### config.mk
export PLATFORM = sky130hd
export DESIGN_NAME = fixed_slot_pool_allocator_top
export DESIGN_NICKNAME = d
export VERILOG_FILES = /design/src/rtl/core/fsp_pkg.sv /design/src/rtl/core/fsp_ram.sv /design/src/rtl/core/fsp_div.sv /design/src/rtl/core/fsp_mul.sv /design/src/rtl/core/fixed_slot_pool_allocator_top.sv
export SDC_FILE = /design/constraint.sdc
export NUM_CORES = 2
export LEC_CHECK = 0
export ABC_AREA = 1
export BUFFER_PORTS_ARGS = -buffer_cell sky130_fd_sc_hd__buf_2
export CORE_MARGIN = 3
export CORE_UTILIZATION = 63
export DETAILED_ROUTE_END_ITERATION = 16
export PLACE_DENSITY_LB_ADDON = 0.3
export SLEW_MARGIN = 40
export SYNTH_ARGS = -nofsm -noshare
export SYNTH_HDL_FRONTEND = slang
export SYNTH_SLANG_ARGS = --single-unit
### constraint.sdc
create_clock -name clk_i -period 10.4 [get_ports clk_i]
set_input_delay 1.04 -clock clk_i [delete_from_list [all_inputs] [get_ports clk_i]]
set_output_delay 1.04 -clock clk_i [all_outputs]
set_load 0.1 [all_outputs]
### src/rtl/core/fsp_pkg.sv
// Shared types, widths and codes of the fixed slot pool allocator.
package fsp_pkg;

  // Field widths
  localparam int unsigned ADDR_W    = 32;
  localparam int unsigned SIZE_W    = 16;
  localparam int unsigned COUNT_W   = 9;
  localparam int unsigned KIND_W    = 2;
  localparam int unsigned CFG_IDX_W = 2;

  // Default pool capacity
  localparam int unsigned MAX_SLOTS_DEF = 256;

  // Register reset values
  localparam logic [ADDR_W-1:0]  BASE_RST  = 32'd0;
  localparam logic [SIZE_W-1:0]  SIZE_RST  = 16'd16;
  localparam logic [COUNT_W-1:0] COUNT_RST = 9'd256;

  // Item kinds
  typedef enum logic [KIND_W-1:0] {
    KIND_INIT  = 2'd0,
    KIND_ALLOC = 2'd1,
    KIND_FREE  = 2'd2,
    KIND_QUERY = 2'd3
  } kind_e;

  // Configuration register indexes
  typedef enum logic [CFG_IDX_W-1:0] {
    CFG_BASE  = 2'd0,
    CFG_SIZE  = 2'd1,
    CFG_COUNT = 2'd2
  } cfg_index_e;

  // Result of the serial divider
  typedef struct packed {
    logic              done;
    logic [ADDR_W-1:0] quot;
    logic [SIZE_W-1:0] rem;
  } div_res_t;

endpackage

### src/rtl/core/fsp_ram.sv
// Generic single write port, single read port RAM with registered read data.
module fsp_ram #(
  parameter int unsigned WIDTH = 8,
  parameter int unsigned DEPTH = 256
) (
  input  logic                     clk_i,
  input  logic                     we_i,
  input  logic [$clog2(DEPTH)-1:0] waddr_i,
  input  logic [WIDTH-1:0]         wdata_i,
  input  logic                     re_i,
  input  logic [$clog2(DEPTH)-1:0] raddr_i,
  output logic [WIDTH-1:0]         rdata_o
);

  logic [WIDTH-1:0] mem_q [DEPTH];
  logic [WIDTH-1:0] rdata_q;

  // Write port and registered read port
  always_ff @(posedge clk_i) begin
    if (we_i) begin
      mem_q[waddr_i] <= wdata_i;
    end
    if (re_i) begin
      rdata_q <= mem_q[raddr_i];
    end
  end

  assign rdata_o = rdata_q;

endmodule

### src/rtl/core/fsp_div.sv
// Bit-serial restoring divider: 32-bit dividend by 16-bit divisor, one bit a cycle.
module fsp_div
  import fsp_pkg::*;
(
  input  logic              clk_i,
  input  logic              rst_ni,
  input  logic              start_i,
  input  logic [ADDR_W-1:0] dividend_i,
  input  logic [SIZE_W-1:0] divisor_i,
  output div_res_t          res_o
);

  localparam int unsigned STEPS = ADDR_W;
  localparam int unsigned CW    = $clog2(STEPS + 1);

  logic [ADDR_W-1:0] num_q, num_d;
  logic [SIZE_W-1:0] rem_q, rem_d;
  logic [SIZE_W-1:0] den_q;
  logic [CW-1:0]     cnt_q, cnt_d;
  logic              done_q, done_d;
  logic [SIZE_W:0]   trial;
  logic [SIZE_W:0]   diff;

  // One quotient bit per step; quotient bits shift into the dividend register
  assign trial = {rem_q, num_q[ADDR_W-1]};
  assign diff  = trial - {1'b0, den_q};

  always_comb begin
    num_d  = num_q;
    rem_d  = rem_q;
    cnt_d  = cnt_q;
    done_d = 1'b0;
    if (start_i) begin
      num_d = dividend_i;
      rem_d = '0;
      cnt_d = CW'(STEPS);
    end else if (cnt_q != '0) begin
      if (trial >= {1'b0, den_q}) begin
        rem_d = diff[SIZE_W-1:0];
        num_d = {num_q[ADDR_W-2:0], 1'b1};
      end else begin
        rem_d = trial[SIZE_W-1:0];
        num_d = {num_q[ADDR_W-2:0], 1'b0};
      end
      cnt_d = cnt_q - 1'b1;
      if (cnt_q == CW'(1)) begin
        done_d = 1'b1;
      end
    end
  end

  // Control state
  always_ff @(posedge clk_i or negedge rst_ni) begin
    if (!rst_ni) begin
      cnt_q  <= '0;
      done_q <= 1'b0;
    end else begin
      cnt_q  <= cnt_d;
      done_q <= done_d;
    end
  end

  // Datapath
  always_ff @(posedge clk_i) begin
    num_q <= num_d;
    rem_q <= rem_d;
    if (start_i) begin
      den_q <= divisor_i;
    end
  end

  assign res_o.done = done_q;
  assign res_o.quot = num_q;
  assign res_o.rem  = rem_q;

endmodule

### src/rtl/core/fsp_mul.sv
// Bit-serial shift-add multiplier: slot index times slot size, index bit per cycle.
module fsp_mul
  import fsp_pkg::*;
#(
  parameter int unsigned A_W = 8
) (
  input  logic              clk_i,
  input  logic              rst_ni,
  input  logic              start_i,
  input  logic [A_W-1:0]    a_i,
  input  logic [SIZE_W-1:0] b_i,
  output logic              done_o,
  output logic [ADDR_W-1:0] prod_o
);

  localparam int unsigned CW = $clog2(A_W + 1);

  logic [A_W-1:0]    a_q, a_d;
  logic [SIZE_W-1:0] b_q;
  logic [ADDR_W-1:0] prod_q, prod_d;
  logic [CW-1:0]     cnt_q, cnt_d;
  logic              done_q, done_d;

  // MSB first: prod = 2*prod + (bit ? b : 0), kept modulo 2^32
  always_comb begin
    a_d    = a_q;
    prod_d = prod_q;
    cnt_d  = cnt_q;
    done_d = 1'b0;
    if (start_i) begin
      a_d    = a_i;
      prod_d = '0;
      cnt_d  = CW'(A_W);
    end else if (cnt_q != '0) begin
      if (a_q[A_W-1]) begin
        prod_d = {prod_q[ADDR_W-2:0], 1'b0} + {{(ADDR_W-SIZE_W){1'b0}}, b_q};
      end else begin
        prod_d = {prod_q[ADDR_W-2:0], 1'b0};
      end
      a_d   = a_q << 1;
      cnt_d = cnt_q - 1'b1;
      if (cnt_q == CW'(1)) begin
        done_d = 1'b1;
      end
    end
  end

  // Control state
  always_ff @(posedge clk_i or negedge rst_ni) begin
    if (!rst_ni) begin
      cnt_q  <= '0;
      done_q <= 1'b0;
    end else begin
      cnt_q  <= cnt_d;
      done_q <= done_d;
    end
  end

  // Datapath
  always_ff @(posedge clk_i) begin
    a_q    <= a_d;
    prod_q <= prod_d;
    if (start_i) begin
      b_q <= b_i;
    end
  end

  assign done_o = done_q;
  assign prod_o = prod_q;

endmodule

### src/rtl/core/fixed_slot_pool_allocator_top.sv
// Top level of the fixed slot pool allocator: control sequencer, state and memories.
//
// Usage: items enter on the in channel (in_valid_i / in_ready_o) with a kind and
// an address; one result item per input item leaves on the out channel
// (out_valid_o / out_ready_i). Registers base_address, slot_size and slot_count
// are written through the cfg channel (index 0, 1, 2; index 3 is ignored) while
// the block is idle; cfg_ready_o is always high.
// Steps per item: init and a refused alloc go straight to the result; alloc of a
//   fresh slot runs the bit-serial multiplier (index times size), of a freed slot
//   first reads the stack memory; free and query run the bit-serial divider that
//   turns the address into a slot index (32 steps), and a member address then
//   reads its slot flag.
// One item is worked on at a time.
// The next item is taken while a finished result still waits in the output
// register; if the receiver stalls, the following result holds in the block
// and no further item is taken until the output register frees up.
// Reset puts the pool in the just-initialised state with the register reset
// values; the stacks need no clearing pass since the slot flags are qualified
// by the count of slots handed out since init.
module fixed_slot_pool_allocator_top
  import fsp_pkg::*;
#(
  parameter int unsigned MAX_SLOTS = MAX_SLOTS_DEF
) (
  input  logic                 clk_i,
  input  logic                 rst_ni,
  // configuration write channel
  input  logic                 cfg_valid_i,
  output logic                 cfg_ready_o,
  input  logic [CFG_IDX_W-1:0] cfg_index_i,
  input  logic [ADDR_W-1:0]    cfg_data_i,
  // input item channel
  input  logic                 in_valid_i,
  output logic                 in_ready_o,
  input  logic [KIND_W-1:0]    kind_i,
  input  logic [ADDR_W-1:0]    address_i,
  // result item channel
  output logic                 out_valid_o,
  input  logic                 out_ready_i,
  output logic [ADDR_W-1:0]    slot_address_o,
  output logic                 success_o,
  output logic                 is_member_o,
  output logic                 is_allocated_o,
  output logic [COUNT_W-1:0]   in_use_count_o,
  output logic                 pool_full_o,
  output logic                 pool_empty_o
);

  localparam int unsigned IDX_W = $clog2(MAX_SLOTS);
  localparam int unsigned CNT_W = $clog2(MAX_SLOTS + 1);

  typedef enum logic [6:0] {
    S_IDLE = 7'b0000001,
    S_POP  = 7'b0000010,
    S_MUL  = 7'b0000100,
    S_DIV  = 7'b0001000,
    S_RDA  = 7'b0010000,
    S_DONE = 7'b0100000,
    S_SPARE = 7'b1000000
  } state_e;

  state_e             state_q, state_d;
  kind_e              kind_q, kind_d;
  logic [IDX_W-1:0]   idx_q, idx_d;
  logic               pre_ok_q, pre_ok_d;

  // configuration registers
  logic [ADDR_W-1:0]  base_q;
  logic [SIZE_W-1:0]  size_q;
  logic [COUNT_W-1:0] count_q;

  // pool state
  logic [CNT_W-1:0]   stack_depth_q, stack_depth_d;
  logic [CNT_W-1:0]   fresh_next_q, fresh_next_d;
  logic [COUNT_W-1:0] used_q, used_d;

  // pending result
  logic [ADDR_W-1:0]  res_addr_q, res_addr_d;
  logic               res_ok_q, res_ok_d;
  logic               res_mem_q, res_mem_d;
  logic               res_alc_q, res_alc_d;

  // output register
  logic               out_valid_q, out_valid_d;
  logic               out_load;
  logic [ADDR_W-1:0]  out_addr_q;
  logic               out_ok_q, out_mem_q, out_alc_q;
  logic [COUNT_W-1:0] out_used_q;
  logic               out_full_q, out_empty_q;

  // unit and memory controls
  logic [CNT_W-1:0]   eff_n;
  logic [CNT_W-1:0]   stk_top;
  logic               div_start;
  div_res_t           div_res;
  logic               mul_start;
  logic [IDX_W-1:0]   mul_a;
  logic               mul_done;
  logic [ADDR_W-1:0]  mul_prod;
  logic               stk_we, stk_re;
  logic [IDX_W-1:0]   stk_raddr, stk_rdata;
  logic               alc_we, alc_wdata, alc_re, alc_rdata;
  logic               alc_hit;

  // Effective slot count, capped at the pool capacity
  always_comb begin
    if (32'(count_q) > MAX_SLOTS) begin
      eff_n = CNT_W'(MAX_SLOTS);
    end else begin
      eff_n = CNT_W'(count_q);
    end
  end

  assign stk_top   = stack_depth_q - 1'b1;
  assign stk_raddr = stk_top[IDX_W-1:0];

  // Slot flag counts only for slots handed out since init
  assign alc_hit = (CNT_W'(idx_q) < fresh_next_q) && alc_rdata;

  // Configuration writes
  assign cfg_ready_o = 1'b1;

  always_ff @(posedge clk_i or negedge rst_ni) begin
    if (!rst_ni) begin
      base_q  <= BASE_RST;
      size_q  <= SIZE_RST;
      count_q <= COUNT_RST;
    end else if (cfg_valid_i) begin
      unique case (cfg_index_i)
        CFG_BASE:  base_q  <= cfg_data_i;
        CFG_SIZE:  size_q  <= cfg_data_i[SIZE_W-1:0];
        CFG_COUNT: count_q <= cfg_data_i[COUNT_W-1:0];
        default: ;
      endcase
    end
  end

  // Sequencer
  always_comb begin
    state_d       = state_q;
    kind_d        = kind_q;
    idx_d         = idx_q;
    pre_ok_d      = pre_ok_q;
    stack_depth_d = stack_depth_q;
    fresh_next_d  = fresh_next_q;
    used_d        = used_q;
    res_addr_d    = res_addr_q;
    res_ok_d      = res_ok_q;
    res_mem_d     = res_mem_q;
    res_alc_d     = res_alc_q;
    out_valid_d   = out_valid_q && !out_ready_i;
    out_load      = 1'b0;
    div_start     = 1'b0;
    mul_start     = 1'b0;
    mul_a         = fresh_next_q[IDX_W-1:0];
    stk_we        = 1'b0;
    stk_re        = 1'b0;
    alc_we        = 1'b0;
    alc_wdata     = 1'b0;
    alc_re        = 1'b0;

    unique case (state_q)
      S_IDLE: begin
        if (in_valid_i) begin
          kind_d     = kind_e'(kind_i);
          res_addr_d = '0;
          res_ok_d   = 1'b0;
          res_mem_d  = 1'b0;
          res_alc_d  = 1'b0;
          unique case (kind_e'(kind_i))
            KIND_INIT: begin
              stack_depth_d = '0;
              fresh_next_d  = '0;
              used_d        = '0;
              res_ok_d      = 1'b1;
              state_d       = S_DONE;
            end
            KIND_ALLOC: begin
              if (stack_depth_q != '0) begin
                stk_re        = 1'b1;
                stack_depth_d = stk_top;
                state_d       = S_POP;
              end else if (fresh_next_q < eff_n) begin
                idx_d        = fresh_next_q[IDX_W-1:0];
                mul_start    = 1'b1;
                fresh_next_d = fresh_next_q + 1'b1;
                state_d      = S_MUL;
              end else begin
                state_d = S_DONE;
              end
            end
            KIND_FREE, KIND_QUERY: begin
              pre_ok_d  = (address_i != '0) && (eff_n != '0) && (size_q != '0) &&
                          (address_i >= base_q);
              div_start = 1'b1;
              state_d   = S_DIV;
            end
          endcase
        end
      end
      // freed slot index arrives from the stack memory
      S_POP: begin
        idx_d     = stk_rdata;
        mul_a     = stk_rdata;
        mul_start = 1'b1;
        state_d   = S_MUL;
      end
      // slot address = base + index * size
      S_MUL: begin
        if (mul_done) begin
          res_addr_d = base_q + mul_prod;
          res_ok_d   = 1'b1;
          alc_we     = 1'b1;
          alc_wdata  = 1'b1;
          used_d     = used_q + 1'b1;
          state_d    = S_DONE;
        end
      end
      // member test on quotient and remainder
      S_DIV: begin
        if (div_res.done) begin
          if (pre_ok_q && (div_res.rem == '0) &&
              (div_res.quot < {{(ADDR_W-CNT_W){1'b0}}, eff_n})) begin
            res_mem_d = 1'b1;
            idx_d     = div_res.quot[IDX_W-1:0];
            alc_re    = 1'b1;
            state_d   = S_RDA;
          end else begin
            state_d = S_DONE;
          end
        end
      end
      // slot flag read back; a free of an allocated slot pushes it
      S_RDA: begin
        res_alc_d = alc_hit;
        if ((kind_q == KIND_FREE) && alc_hit) begin
          alc_we    = 1'b1;
          alc_wdata = 1'b0;
          if (stack_depth_q < CNT_W'(MAX_SLOTS)) begin
            stk_we        = 1'b1;
            stack_depth_d = stack_depth_q + 1'b1;
          end
          used_d   = used_q - 1'b1;
          res_ok_d = 1'b1;
        end
        state_d = S_DONE;
      end
      // hand the result to the output register
      S_DONE: begin
        if (!out_valid_q || out_ready_i) begin
          out_load    = 1'b1;
          out_valid_d = 1'b1;
          state_d     = S_IDLE;
        end
      end
      default: begin
        state_d = S_IDLE;
      end
    endcase
  end

  // Control state
  always_ff @(posedge clk_i or negedge rst_ni) begin
    if (!rst_ni) begin
      state_q       <= S_IDLE;
      stack_depth_q <= '0;
      fresh_next_q  <= '0;
      used_q        <= '0;
      out_valid_q   <= 1'b0;
    end else begin
      state_q       <= state_d;
      stack_depth_q <= stack_depth_d;
      fresh_next_q  <= fresh_next_d;
      used_q        <= used_d;
      out_valid_q   <= out_valid_d;
    end
  end

  // Item payload and pending result
  always_ff @(posedge clk_i) begin
    kind_q     <= kind_d;
    idx_q      <= idx_d;
    pre_ok_q   <= pre_ok_d;
    res_addr_q <= res_addr_d;
    res_ok_q   <= res_ok_d;
    res_mem_q  <= res_mem_d;
    res_alc_q  <= res_alc_d;
  end

  // Output register
  always_ff @(posedge clk_i) begin
    if (out_load) begin
      out_addr_q  <= res_addr_q;
      out_ok_q    <= res_ok_q;
      out_mem_q   <= res_mem_q;
      out_alc_q   <= res_alc_q;
      out_used_q  <= used_q;
      out_full_q  <= (32'(used_q) == 32'(eff_n));
      out_empty_q <= (used_q == '0);
    end
  end

  assign in_ready_o     = (state_q == S_IDLE);
  assign out_valid_o    = out_valid_q;
  assign slot_address_o = out_addr_q;
  assign success_o      = out_ok_q;
  assign is_member_o    = out_mem_q;
  assign is_allocated_o = out_alc_q;
  assign in_use_count_o = out_used_q;
  assign pool_full_o    = out_full_q;
  assign pool_empty_o   = out_empty_q;

  // Address to slot index
  fsp_div u_div (
    .clk_i      (clk_i),
    .rst_ni     (rst_ni),
    .start_i    (div_start),
    .dividend_i (address_i - base_q),
    .divisor_i  (size_q),
    .res_o      (div_res)
  );

  // Slot index to address offset
  fsp_mul #(
    .A_W (IDX_W)
  ) u_mul (
    .clk_i   (clk_i),
    .rst_ni  (rst_ni),
    .start_i (mul_start),
    .a_i     (mul_a),
    .b_i     (size_q),
    .done_o  (mul_done),
    .prod_o  (mul_prod)
  );

  // LIFO of freed slot indexes
  fsp_ram #(
    .WIDTH (IDX_W),
    .DEPTH (MAX_SLOTS)
  ) u_stack_ram (
    .clk_i   (clk_i),
    .we_i    (stk_we),
    .waddr_i (stack_depth_q[IDX_W-1:0]),
    .wdata_i (idx_q),
    .re_i    (stk_re),
    .raddr_i (stk_raddr),
    .rdata_o (stk_rdata)
  );

  // Per-slot allocated flags
  fsp_ram #(
    .WIDTH (1),
    .DEPTH (MAX_SLOTS)
  ) u_flag_ram (
    .clk_i   (clk_i),
    .we_i    (alc_we),
    .waddr_i (idx_q),
    .wdata_i (alc_wdata),
    .re_i    (alc_re),
    .raddr_i (div_res.quot[IDX_W-1:0]),
    .rdata_o (alc_rdata)
  );

  // An accepted item always moves the sequencer out of idle, so in_ready_o drops after an accept
  a_accept_busy: assert property (@(posedge clk_i) disable iff (!rst_ni)
    (in_valid_i && in_ready_o) |=> !in_ready_o)
    else $error("input taken again right after an accept");

  // Divider finishes only while the sequencer waits for it
  a_div_done: assert property (@(posedge clk_i) disable iff (!rst_ni)
    div_res.done |-> (state_q == S_DIV))
    else $error("divider done outside divide state");

  // Multiplier finishes only while the sequencer waits for it
  a_mul_done: assert property (@(posedge clk_i) disable iff (!rst_ni)
    mul_done |-> (state_q == S_MUL))
    else $error("multiplier done outside multiply state");

  // Every stacked slot was handed out since init
  a_stack_bound: assert property (@(posedge clk_i) disable iff (!rst_ni)
    stack_depth_q <= fresh_next_q)
    else $error("freed stack deeper than slots handed out");

endmodule
==> reports/results.txt <==
Outcome -> finished clean
TritonCTS clock tree -> yes
R2R Path Start -> stack_depth_q[0]
Hold/Removal Path Class -> in2async
Resize count post-CTS -> 0
Share of layout cells above drive strength 1 -> 6.87%
DP Worst Slack -> 4.95 ns
Count of buffer and inverter cells on the critical path -> 3
Row Count -> 155
Static Leak -> 45.6 nW
Final count of hold timing violations -> 0
Layout Cells excl Fill -> 13150
Clock network latency to the later pin of the worst-skew pair -> 0.96 ns
Sequential share of the synthesized area -> 68.0%
Series of cell instances along the critical path -> inv_12, ha_1, nand2_1, nand2_8, buf_12, buf_6, nand3_1, nand3_1, nand3_1, nand3_1, nand3_1, nand2_1, nand2_1, nand2_1
Maximum fanout count along the critical path -> 161
Area share of xor/xnor cells in the synthesized design -> 0.389%
Most common cell type on the critical path -> nand3_1
Share of synthesized registers carrying an async set or reset -> 3.92%
CP startpoint -> stack_depth_q[0]
Time the worst path needs with I/O delays and setup -> 5.45 ns
Critical-path top delay cell -> dfrtp_4
Clock Sink Count -> 2628
Post-Synthesis Net Count -> 10904
Post-detailed-route wirelength per cell -> 23.9 µm
Met1 track demand over resource -> 44.9%
Primary FF master, synth -> edfxtp_1
Worst clock skew -> 0.0806 ns
Number of DRC violations after detailed routing -> 0
Arrival time of data at the critical path endpoint -> 6.21 ns
Power per unit of standard cell area -> 329 nW/µm²
Dpl cells -> 12669
Vias in the first global route -> 79280
Core Region -> 180000 µm²
Post-synthesis cell count -> 10691
Overall die area -> 187000 µm²
Gr busiest metal -> met2
Peak supply drop -> 0.380 mV
Overall global routing resource usage -> 33.3%
Largest family of logic cells by synthesized area -> simple AND/OR/NAND/NOR gates
Vias per inst -> 6.33
Total wirelength of the detailed-routed design -> 314 mm
Final net count -> 10810
CP Data Required Time -> 11.16 ns
Largest stage delay, worst path -> 0.67 ns
Number of library cell types mapped by synthesis -> 58
Antenna violations before repair -> 10
Number of filler cells placed in the layout -> 12414
Critical path endpoint category -> flop
Total via count in the routed design -> 83286
Yosys synthesis warning count -> 0
Remaining number of nets flagged by the antenna check after routing -> 0
Maximum clock path buffer count -> 4
Area share of and/or/nand/nor cells after synthesis -> 24.2%
Detailed-placement wirelength estimate -> 187 mm
Transition at the pin with the smallest max-transition slack -> 0.916 ns
Number of pins exceeding their max-slew limit in the final report -> 0
Share of synthesized cell area in full adder, half adder and majority cells -> 1.56%
Highest attainable clock frequency -> 0.183 GHz
Cell family with most CP delay -> simple AND/OR/NAND/NOR gates
RSZ-0062 raised after global routing -> false
Combined area of all synthesized cells -> 115000 µm²
Met3 Usage GRT -> 6.79%
Post-layout worst setup margin -> 4.95 ns
Initial core utilization -> 63.8%
Total CTS buffers -> 277
Average instance area after synthesis -> 10.7 µm²
Hold buffer count at cts -> 0
Largest net degree at the start of global routing -> 193
First-pass GRT wire length -> 474 mm
# Post-CTS Setup Buffers -> 0
X dimension of the die -> 433 µm
Clock root buffer master -> clkbuf_16
Count of routing violations after the opening detailed-route iteration -> 12248
Final count of negative-setup-slack endpoints -> 0
Total of buffers placed on input and output ports -> 120
Register clock-pin slew on the reported worst setup and hold paths -> 0.06 ns
Crit path kind -> reg2reg
Relative area change from synthesis to final layout -> 9.64%
Final critical-path share of the clock period -> 52.4%
Max-cap violations -> 0
Post-route cell area -> 126000 µm²
Startpoint class of the critical path -> flop
Area of placed instances -> 117000 µm²
Synth Area in Compound Gates -> 2.33%
Number of placed I/O pins -> 122
Relative slew margins -> 38.7%
Detailed Routing Iterations Pass 1 -> 9
Final weighted congestion in routability-driven placement -> 0.983
Setup Total Neg Slack -> 0 ns
Met2 global-route usage -> 52.0%
Post-synthesis sequential element count -> 2628
Overall die height -> 433 µm
Mux share of post-synthesis cell area -> 0%
Count of flip-flops with a built-in enable after synthesis -> 2477
Overflow after GRT -> 0
Htree depth -> 5
-- per-stage QoR --
stage / power [mW] / hold slack, ns / util, %
after floorplan: 25.4 / 0.400 / -
after global placement: 31.1 / 0.404 / 64.9
after detailed placement: 31.6 / 0.405 / 65.2
after CTS: 40.9 / 0.138 / 69.9
after global routing: 43.1 / 0.175 / 70.0
final: 41.3 / 0.160 / 70.0
-- cells in the final DEF, fill, tap and decap left out, types with 58 or more instances in the layout --
cell type,instances
clkbuf_16,285
buf_4,58
inv_1,347
ha_1,134
buf_2,119
clkbuf_1,64
nand3_1,2422
dfrtp_1,99
nor2_1,723
edfxtp_1,2477
nor2_2,64
nand2_1,3012
o21ai_0,186
a21oi_1,195
-- sequential cells by signal, indices dropped and copies added (netlist names), 9 cells and up --
name and count:
base_q 32, count_q 9, fresh_next_q 9, in_use_count_o 9, res_addr_q 32, size_q 16
slot_address_o 32, stack_depth_q 9, u_div.den_q 16, u_div.num_q 32, u_div.rem_q 16, u_flag_ram.mem_q 256
u_mul.b_q 16, u_mul.prod_o 32, u_stack_ram.mem_q 2048, used_q 9
-- worst reg2reg max path, cell delays in order (launching register included) --
cell and delay [ns]:
dfrtp_4 0.67, inv_12 0.52, ha_1 0.35, nand2_1 0.18
nand2_8 0.42, buf_12 0.58, buf_6 0.87, nand3_1 0.29
nand3_1 0.16, nand3_1 0.13, nand3_1 0.35, nand3_1 0.41
nand2_1 0.21, nand2_1 0.08, nand2_1 0.07
-- path summary, 6_finish.rpt --
path	slack (ns)	cells past startpoint	endpoint
worst max register to register	4.95	14	u_stack_ram.rdata_o[3]
max in group asynchronous	9.10	2	stack_depth_q[0]
worst min-delay path	0.16	1	base_q[10]
min in group clk_i	0.38	2	out_valid_o
worst min register to register	0.42	0	slot_address_o[12]
worst max-delay path	4.95	14	u_stack_ram.rdata_o[3]
-- cell usage after synthesis, types with 17 or more instances --
library cell | number | area share, %
buf_1 | 65 | 0.21
ha_1 | 135 | 1.5
inv_1 | 351 | 1.1
edfxtp_1 | 2477 | 65
buf_6 | 17 | 0.17
nor2_1 | 784 | 2.6
a21oi_1 | 195 | 0.85
nor4_1 | 27 | 0.15
nor3_1 | 40 | 0.17
nand4_1 | 45 | 0.25
dfrtp_1 | 100 | 2.2
dfxtp_1 | 48 | 0.84
o21a_1 | 19 | 0.12
a31oi_1 | 21 | 0.11
clkbuf_1 | 341 | 1.1
xor2_1 | 28 | 0.21
nand2_1 | 3019 | 9.9
xnor2_1 | 21 | 0.16
buf_2 | 186 | 0.81
nand3_1 | 2428 | 11
o21ai_0 | 186 | 0.81
-- routing by layer --
layer | routed length [µm] | part of all wire (%)
met5 | 31 | 0.0099
met2 | 147000 | 47
met3 | 35900 | 11
met4 | 16300 | 5.2
met1 | 115000 | 37
-- report_power, final --
part | total (mW) | internal (mW) | switching (mW)
logic | 18.2 | 4.55 | 13.7
registers | 13.8 | 13.4 | 0.439
clock network | 9.32 | 5.39 | 3.94
total | 41.3 | 23.3 | 18.0
-- cell families (layout without fill, tap and decap cells) --
group | count (synthesis) | after routing
AOI/OAI and AO/OA | 485 | 485
xor gates and xnor gates | 50 | 50
adders and majority gates | 140 | 140
buffers and inverters | 983 | 1079
DFF | 2628 | 2628
other | 1 | 9
and+or+nand+nor | 6404 | 6404
-- cell type report --
cell class / instances / area (µm²) / area share, %
Antenna cell: 8 / 20.0 / 0.0159
Clock buffer: 355 / 7450 / 5.93
Clock inverter: 114 / 896 / 0.713
Inverter: 367 / 1410 / 1.12
Multi-Input combinational cell: 7080 / 32900 / 26.2
Sequential cell: 2628 / 77900 / 62.0
Tap cell: 2355 / 2950 / 2.34
Timing Repair Buffer: 243 / 2090 / 1.66
No activity file was read; power rests on OpenSTA's default activity.
